**src/rtl/core/tps_pkg.sv**
```systemverilog
// Shared constants and register map of the trapezoidal profile step block.
package tps_pkg;

  // Field widths (Q16.16)
  localparam int unsigned TimeW  = 32;
  localparam int unsigned PosW   = 32;
  localparam int unsigned LimW   = 31;
  localparam int unsigned MulW   = 32;
  localparam int unsigned AddrW  = 4;
  localparam int unsigned ApbW   = 32;

  // Register reset values
  localparam logic [PosW-1:0] GoalRst = '0;
  localparam logic [LimW-1:0] AmaxRst = 31'd65536;
  localparam logic [LimW-1:0] VmaxRst = 31'd65536;

  // Register indexes (byte address / 4)
  localparam logic [1:0] RegGoal = 2'd0;
  localparam logic [1:0] RegAmax = 2'd1;
  localparam logic [1:0] RegVmax = 2'd2;

  // Cap on the |a|*dt*dt/2 term
  localparam logic [50:0] HalfCap = 51'h4_0000_0000_0000;

endpackage

```
**src/rtl/core/tps_mul.sv**
```systemverilog
// Shared unsigned multiplier with registered product.
module tps_mul #(
  parameter int unsigned Width = tps_pkg::MulW
) (
  input  logic               clk_i,
  input  logic [Width-1:0]   a_i,
  input  logic [Width-1:0]   b_i,
  output logic [2*Width-1:0] p_o
);

  logic [2*Width-1:0] p_q;

  // one product per cycle, result registered
  always_ff @(posedge clk_i) begin
    p_q <= a_i * b_i;
  end

  assign p_o = p_q;

endmodule

```
**src/rtl/core/trapezoidal_profile_step.sv**
```systemverilog
// A sample passes the steps S_AV to S_POS before its result reaches the master side.
// One shared 32x32 multiplier is used six times per sample under an 8-step sequencer
// (s_axis_tready low meanwhile), so a new sample waits until the last one leaves S_POS.
// A finished result waits in the output register; the last step holds until it is taken.
// Reset (rst_ni low, async): time, position and velocity state clear to zero,
// goal 0, acceleration and velocity limits 1.0, no result pending.
module trapezoidal_profile_step (
  input  logic          clk_i,
  input  logic          rst_ni,
  // config port
  input  logic          psel,
  input  logic          penable,
  input  logic          pwrite,
  input  logic [3:0]    paddr,
  input  logic [31:0]   pwdata,
  output logic [31:0]   prdata,
  output logic          pready,
  // sample input
  input  logic          s_axis_tvalid,
  output logic          s_axis_tready,
  input  logic [31:0]   s_axis_tdata,  // [31:0] sample_time
  // result output
  output logic          m_axis_tvalid,
  input  logic          m_axis_tready,
  output logic [127:0]  m_axis_tdata   // [31:0] out_time, [63:32] out_position,
                                       // [95:64] out_velocity,
                                       // [127:96] out_acceleration
);

  typedef enum logic [3:0] {
    S_IDLE, S_AV, S_AE, S_VV, S_DEC, S_HI, S_PV, S_CAP, S_POS
  } state_e;

  state_e state_q;

  // config registers
  logic signed [31:0] goal_q;
  logic [30:0]        amax_q;
  logic [30:0]        vmax_q;

  // kept state
  logic [31:0]        prev_time_q;
  logic signed [31:0] prev_pos_q;
  logic signed [31:0] prev_vel_q;

  // per-sample working registers
  logic [31:0]        time_q;
  logic [31:0]        adt_q;
  logic               dt_neg_q;
  logic [31:0]        emag_q;
  logic               err_neg_q;
  logic               err_zero_q;
  logic [46:0]        ad_q;
  logic [30:0]        vm_q;
  logic [64:0]        rhs_q;
  logic               acc_neg_q;
  logic signed [31:0] vel_q;
  logic [78:0]        hacc_q;
  logic signed [53:0] pvt_q;
  logic [50:0]        half_q;

  // output register
  logic               out_valid_q;
  logic [127:0]       out_data_q;

  // multiplier
  logic [31:0] mul_a;
  logic [31:0] mul_b;
  logic [63:0] prod;

  // clamp a signed value to +-lim
  function automatic logic signed [31:0] clamp_vel(input logic signed [48:0] v,
                                                   input logic [30:0] lim);
    logic signed [48:0] l;
    begin
      l = $signed({18'b0, lim});
      if (v > l) clamp_vel = $signed({1'b0, lim});
      else if (v < -l) clamp_vel = -$signed({1'b0, lim});
      else clamp_vel = v[31:0];
    end
  endfunction

  // ---------------- config port ----------------
  logic cfg_wr;
  assign cfg_wr = psel & penable & pwrite;
  assign pready = 1'b1;

  always_comb begin
    unique case (paddr[3:2])
      tps_pkg::RegGoal: prdata = goal_q;
      tps_pkg::RegAmax: prdata = {1'b0, amax_q};
      tps_pkg::RegVmax: prdata = {1'b0, vmax_q};
      default:          prdata = '0;
    endcase
  end

  always_ff @(posedge clk_i or negedge rst_ni) begin
    if (!rst_ni) begin
      goal_q <= tps_pkg::GoalRst;
      amax_q <= tps_pkg::AmaxRst;
      vmax_q <= tps_pkg::VmaxRst;
    end else if (cfg_wr) begin
      unique case (paddr[3:2])
        tps_pkg::RegGoal: goal_q <= pwdata;
        tps_pkg::RegAmax: amax_q <= pwdata[30:0];
        tps_pkg::RegVmax: vmax_q <= pwdata[30:0];
        default: ;
      endcase
    end
  end

  // ---------------- datapath combinational ----------------
  logic               in_fire;
  logic               out_free;
  logic signed [32:0] dt;
  logic signed [32:0] err;
  logic               accel_neg;
  logic               pv_neg;
  logic [31:0]        pv_mag;
  logic signed [48:0] vterm;
  logic signed [48:0] vsum;
  logic signed [31:0] vclamp;
  logic               brake_cross;
  logic               heading;
  logic               acc_neg;
  logic [61:0]        half_full;
  logic signed [53:0] half_s;
  logic signed [53:0] pos_sum;
  logic signed [31:0] pos_sat;
  logic signed [31:0] acc_val;

  assign s_axis_tready = (state_q == S_IDLE);
  assign in_fire  = s_axis_tvalid & s_axis_tready;
  assign out_free = !out_valid_q || m_axis_tready;

  assign dt  = $signed({1'b0, s_axis_tdata}) - $signed({1'b0, prev_time_q});
  assign err = $signed({prev_pos_q[31], prev_pos_q}) - $signed({goal_q[31], goal_q});

  assign accel_neg = !err_neg_q;
  assign pv_neg    = prev_vel_q[31];
  assign pv_mag    = pv_neg ? 32'(-prev_vel_q) : 32'(prev_vel_q);

  // braking test: floor(v^2 / 2a) > |err|  <=>  v^2 >= 2a*|err| + 2a
  assign brake_cross = (amax_q != '0) && !err_zero_q && ({3'b0, prod[61:0]} >= rhs_q);
  assign heading = (err_neg_q && (prev_vel_q > 0)) ||
                   (!err_neg_q && !err_zero_q && (prev_vel_q < 0));
  assign acc_neg = accel_neg ^ (brake_cross & heading);

  // velocity update: S_AE uses the first product directly, S_DEC the stored one
  always_comb begin
    if (state_q == S_AE) begin
      vterm = $signed({2'b0, prod[62:16]});
      if (accel_neg ^ dt_neg_q) vterm = -vterm;
    end else begin
      vterm = $signed({2'b0, ad_q});
      if (acc_neg ^ dt_neg_q) vterm = -vterm;
    end
    vsum   = $signed({{17{prev_vel_q[31]}}, prev_vel_q}) + vterm;
    vclamp = clamp_vel(vsum, vmax_q);
  end

  // position sum and saturation
  assign half_full = hacc_q[78:17];
  assign half_s    = acc_neg_q ? -$signed({3'b0, half_q}) : $signed({3'b0, half_q});
  assign pos_sum   = $signed({{22{prev_pos_q[31]}}, prev_pos_q}) + pvt_q + half_s;
  always_comb begin
    if (pos_sum > 54'sd2147483647) pos_sat = 32'sh7FFF_FFFF;
    else if (pos_sum < -54'sd2147483648) pos_sat = 32'sh8000_0000;
    else pos_sat = pos_sum[31:0];
  end
  assign acc_val = acc_neg_q ? -$signed({1'b0, amax_q}) : $signed({1'b0, amax_q});

  // multiplier operand select
  always_comb begin
    mul_a = '0;
    mul_b = '0;
    case (state_q)
      S_AV:  begin mul_a = {1'b0, amax_q}; mul_b = adt_q;          end
      S_AE:  begin mul_a = {1'b0, amax_q}; mul_b = emag_q;         end
      S_VV:  begin mul_a = {1'b0, vm_q};   mul_b = {1'b0, vm_q};   end
      S_DEC: begin mul_a = ad_q[31:0];     mul_b = adt_q;          end
      S_HI:  begin mul_a = {17'b0, ad_q[46:32]}; mul_b = adt_q;    end
      S_PV:  begin mul_a = pv_mag;         mul_b = adt_q;          end
      default: ;
    endcase
  end

  tps_mul #(
    .Width(tps_pkg::MulW)
  ) u_mul (
    .clk_i (clk_i),
    .a_i   (mul_a),
    .b_i   (mul_b),
    .p_o   (prod)
  );

  // ---------------- sequencer ----------------
  always_ff @(posedge clk_i or negedge rst_ni) begin
    if (!rst_ni) begin
      state_q     <= S_IDLE;
      prev_time_q <= '0;
      prev_pos_q  <= '0;
      prev_vel_q  <= '0;
      out_valid_q <= 1'b0;
    end else begin
      // S_POS either refills the register or finds it still unread
      if (out_valid_q && m_axis_tready && (state_q != S_POS)) out_valid_q <= 1'b0;
      unique case (state_q)
        S_IDLE: begin
          if (in_fire) state_q <= S_AV;
        end
        S_AV:  state_q <= S_AE;
        S_AE:  state_q <= S_VV;
        S_VV:  state_q <= S_DEC;
        S_DEC: state_q <= S_HI;
        S_HI:  state_q <= S_PV;
        S_PV:  state_q <= S_CAP;
        S_CAP: state_q <= S_POS;
        S_POS: begin
          if (out_free) begin
            prev_time_q <= time_q;
            prev_pos_q  <= pos_sat;
            prev_vel_q  <= vel_q;
            out_valid_q <= 1'b1;
            state_q     <= S_IDLE;
          end
        end
        default: state_q <= S_IDLE;
      endcase
    end
  end

  // working registers (payload, no reset)
  always_ff @(posedge clk_i) begin
    case (state_q)
      S_IDLE: begin
        if (in_fire) begin
          time_q     <= s_axis_tdata;
          dt_neg_q   <= dt[32];
          adt_q      <= dt[32] ? 32'(-dt) : dt[31:0];
          err_neg_q  <= err[32];
          err_zero_q <= (err == '0);
          emag_q     <= err[32] ? 32'(-err) : err[31:0];
        end
      end
      S_AE: begin
        ad_q <= prod[62:16];
        vm_q <= vclamp[31] ? 31'(-vclamp) : vclamp[30:0];
      end
      S_VV: begin
        rhs_q <= {1'b0, prod[62:0], 1'b0} + {33'b0, amax_q, 1'b0};
      end
      S_DEC: begin
        acc_neg_q <= acc_neg;
        vel_q     <= vclamp;
      end
      S_HI: begin
        hacc_q <= {15'b0, prod};
      end
      S_PV: begin
        hacc_q <= hacc_q + {prod[46:0], 32'b0};
      end
      S_CAP: begin
        pvt_q  <= (pv_neg ^ dt_neg_q) ? -$signed({6'b0, prod[63:16]})
                                      : $signed({6'b0, prod[63:16]});
        half_q <= (half_full > {11'b0, tps_pkg::HalfCap}) ? tps_pkg::HalfCap
                                                          : half_full[50:0];
      end
      S_POS: begin
        if (out_free) out_data_q <= {acc_val, vel_q, pos_sat, time_q};
      end
      default: ;
    endcase
  end

  assign m_axis_tvalid = out_valid_q;
  assign m_axis_tdata  = out_data_q;

  // ---------------- assertions ----------------
  a_busy_after_accept: assert property (@(posedge clk_i) disable iff (!rst_ni)
    s_axis_tvalid && s_axis_tready |=> !s_axis_tready)
    else $error("sample accepted while sequencer busy");

  a_result_from_seq: assert property (@(posedge clk_i) disable iff (!rst_ni)
    $rose(m_axis_tvalid) |-> $past(state_q == S_POS))
    else $error("result raised outside final step");

  a_acc_is_limit: assert property (@(posedge clk_i) disable iff (!rst_ni)
    m_axis_tvalid |-> (m_axis_tdata[127:96] == {1'b0, amax_q}) ||
                      (m_axis_tdata[127:96] == 32'(-{1'b0, amax_q})))
    else $error("acceleration not at +-limit");

  a_vel_in_limit: assert property (@(posedge clk_i) disable iff (!rst_ni)
    m_axis_tvalid |-> ($signed(m_axis_tdata[95:64]) <= $signed({1'b0, vmax_q})) &&
                      ($signed(m_axis_tdata[95:64]) >= -$signed({1'b0, vmax_q})))
    else $error("velocity outside limit");

endmodule
```
**config.mk**
```make
export PLATFORM = sky130hd
export DESIGN_NAME = trapezoidal_profile_step
export DESIGN_NICKNAME = d
export VERILOG_FILES = /design/src/rtl/core/tps_pkg.sv /design/src/rtl/core/tps_mul.sv /design/src/rtl/core/trapezoidal_profile_step.sv
export SDC_FILE = /design/constraint.sdc
export NUM_CORES = 2
export LEC_CHECK = 0
export ABC_AREA = 1
export CAP_MARGIN = 25
export CORE_ASPECT_RATIO = 1.2
export CORE_UTILIZATION = 40
export DETAILED_ROUTE_END_ITERATION = 10
export DONT_BUFFER_PORTS = 1
export GPL_TIMING_DRIVEN = 0
export MAX_ROUTING_LAYER = met4
export SYNTH_ARGS = -nofsm -noshare
export SYNTH_HDL_FRONTEND = slang
export SYNTH_SLANG_ARGS = --single-unit
```
**constraint.sdc**
```tcl
create_clock -name clk_i -period 25.8 [get_ports clk_i]
set_clock_uncertainty 0.05 [all_clocks]
set_input_delay 2.58 -clock clk_i [delete_from_list [all_inputs] [get_ports clk_i]]
set_output_delay 2.58 -clock clk_i [all_outputs]
set_load 0.03 [all_outputs]
```
==> metrics.txt <==
run status finished clean; GRT Util Overall 36.6%; Residual DRC 0; Rows 192; share of cells above drive strength 1 3.39%; most frequent cells in the layout nand2_1, inv_1, nor2_1; Reg-to-Reg Start state_q[3]; Worst setup SP type flop; flop2flop setup slack 12910 ps; Total Neg Setup Slack 0 ps; router iterations before antenna repair 8; full die area 0.231 mm2; largest net degree at the start of global routing 196; Final ANT Viol Nets 0; Slowest cell on crit path nand2_1; R2R cell count 33; DR iter-0 viols 8036; clk_lat worst skew 810 ps; Syn-to-layout area delta 8.85%; post-DR wirelength/cell 27.9 um; post-cts resize count 0; post-synthesis async set-or-reset flop share 23.6%; Filler cells 23200; Critical Path Max Stage Delay 830 ps; total CTS buffers 96; hold depth 0; clk sink count 828; EDFF count, synth 569; Top FF cell, synth edfxtp_1; ratio of final minimum period to clock period 50.0%; io pins 238; global route hottest layer met2; vias in the first global route 81600; PortBufs 0; max cap viols 0; initial antenna violation count 43; hold_buf cts 0; detail-routed via count per cell 5.49; Seq/Total Area, Yosys 25.3%; TritonCTS clock tree yes; Vias 81500; crit-path leading delay family adder cells; cell repeated most along the worst path fa_1; Clock Path Buffers 3; Worst Hold Class flop to flop; minimum clock period 12890 ps; GP Congestion 1.05; Clock Tree Root clkbuf_16; final hold violation count 0; Hold Crit Endpoint m_axis_tdata[0]; # setup viols final 0; Chip Height 527 um; commonest non-fill, non-tap cell in the layout nand2_1; GR Layer Usage met2 57.6%; Max Slew Vio Count 0; Gate Count Post-Synth 11600; CP max FO 29; Synthesized Nets 13300; CP bufs+invs 8; met3 usage in global routing 4.74%; Reg clk slew, reported paths 60 ps; Worst setup EP type flop; initial core utilization 40.3%; Slew HR 1.07%; Layout Nets 13400; RSZ-0062 raised after global routing false; die width 439 um; register bit total from synthesis 828; WL final 414000 um; first-pass GRT wire length 584000 um; synth warn 0; Synth Area per Inst 7.93 um2; area of the mapped netlist 0.0918 mm2; reg2reg end u_mul.p_o[57]; actual slew at the worst max-slew pin 1480 ps; core footprint 0.228 mm2; crit path DAT 13460 ps; met1 usage 44.8%; kind of critical path flop to flop; DP HPWL 352000 um; H-tree levels 3; Fmax 77.6 MHz; Req. time, crit path 26370 ps; hold path startpoint time_q[0]; grt ovf 0; Post-CTS Setup Inserts 0; Distinct cells, synth 76
[worst max path at each step]
stage	from	end	slack [ps]	depth (start not counted)
final	state_q[3]	u_mul.p_o[57]	12910	33
after global routing	prev_vel_q[0]	u_mul.p_o[63]	12480	43
after CTS	prev_vel_q[0]	u_mul.p_o[63]	13100	43
after detailed placement	prev_vel_q[0]	u_mul.p_o[63]	13220	43
after global placement	state_q[3]	u_mul.p_o[63]	9690	38
after floorplan	state_q[3]	u_mul.p_o[63]	15150	39
[metrics by stage]
stage	setup WS [ps]	instances	cell area [um2]	hold slack (ps)	utilization [%]
final	12910	14900	99900	397	43.8
after global routing	12480	14800	99900	404	43.8
after CTS	13100	14800	99800	397	43.8
after detailed placement	13220	14600	96400	382	42.3
after global placement	9690	14600	95600	386	41.9
after floorplan	15150	11600	91800	377	-
[registers in the layout (all words and copies together), names as in the netlist, 4 cells and up]
register      flops
m_axis_tdata    128
adt_q            32
prev_time_q      32
state_q           4
vel_q            32
prev_vel_q       32
prev_pos_q       32
time_q           32
goal_q           32
u_mul.p_o        64
ad_q             47
hacc_q           62
half_q           51
rhs_q            64
amax_q           31
emag_q           32
pvt_q            54
vmax_q           31
vm_q             31
[per-layer routing]
metal,vias up,wire length [um]
met5,-,0
met1,40400,165000
li1,36700,-
met3,878,28100
met2,3571,192000
met4,0,29200
[cell type report]
type                       count  area, um2  share of cell area [%]
antenna                       34       85.1                  0.0852
buffer                       354       1440                    1.45
clock buffer                 138       2840                    2.84
clock inverter                44        564                   0.565
inverter                    2299       8630                    8.64
multi-input combinational   8095      58500                    58.6
sequential                   828      23200                    23.3
tap                         3007       3760                    3.77
timing repair buffer          52        808                   0.809
[synthesized netlist by cell type, types with 16 or more instances]
cell | n | area (um2)
a21o_1 | 30 | 225
a21oi_1 | 549 | 2750
a22oi_1 | 17 | 128
a31oi_1 | 74 | 463
buf_1 | 26 | 97.6
buf_2 | 16 | 80.1
clkbuf_1 | 297 | 1110
dfrtp_1 | 193 | 4830
dfxtp_1 | 64 | 1280
edfxtp_1 | 569 | 17100
fa_1 | 955 | 19100
ha_1 | 652 | 8160
inv_1 | 2265 | 8500
inv_2 | 19 | 71.3
nand2_1 | 2734 | 10300
nand2_2 | 22 | 138
nand3_1 | 291 | 1460
nand4_1 | 109 | 682
nor2_1 | 1019 | 3820
nor2_2 | 21 | 131
nor3_1 | 141 | 706
nor4_1 | 62 | 388
o211ai_1 | 16 | 120
o21a_1 | 34 | 255
o21ai_0 | 564 | 2820
o21ai_1 | 29 | 145
o21bai_1 | 22 | 165
o221ai_1 | 48 | 420
o31ai_1 | 21 | 158
or2_2 | 16 | 100
xnor2_1 | 146 | 1280
xor2_1 | 354 | 3100
[cell families after synthesis]
| logic type | synth area share, % |
|---|---|
| multiplexers | 0.0218 |
| AND/OR/NAND/NOR | 20.1 |
| XOR/XNOR | 4.79 |
| buffers and inverters | 11.0 |
| other | 0.00409 |
| flip-flops | 25.3 |
| adder cells (fa/ha/maj) | 29.7 |
| AO/OA/AOI/OAI | 9.11 |
Power is left out: the tool's default activity adds up to more than one toggle a clock period on the data nets, which glitch-free logic cannot reach.
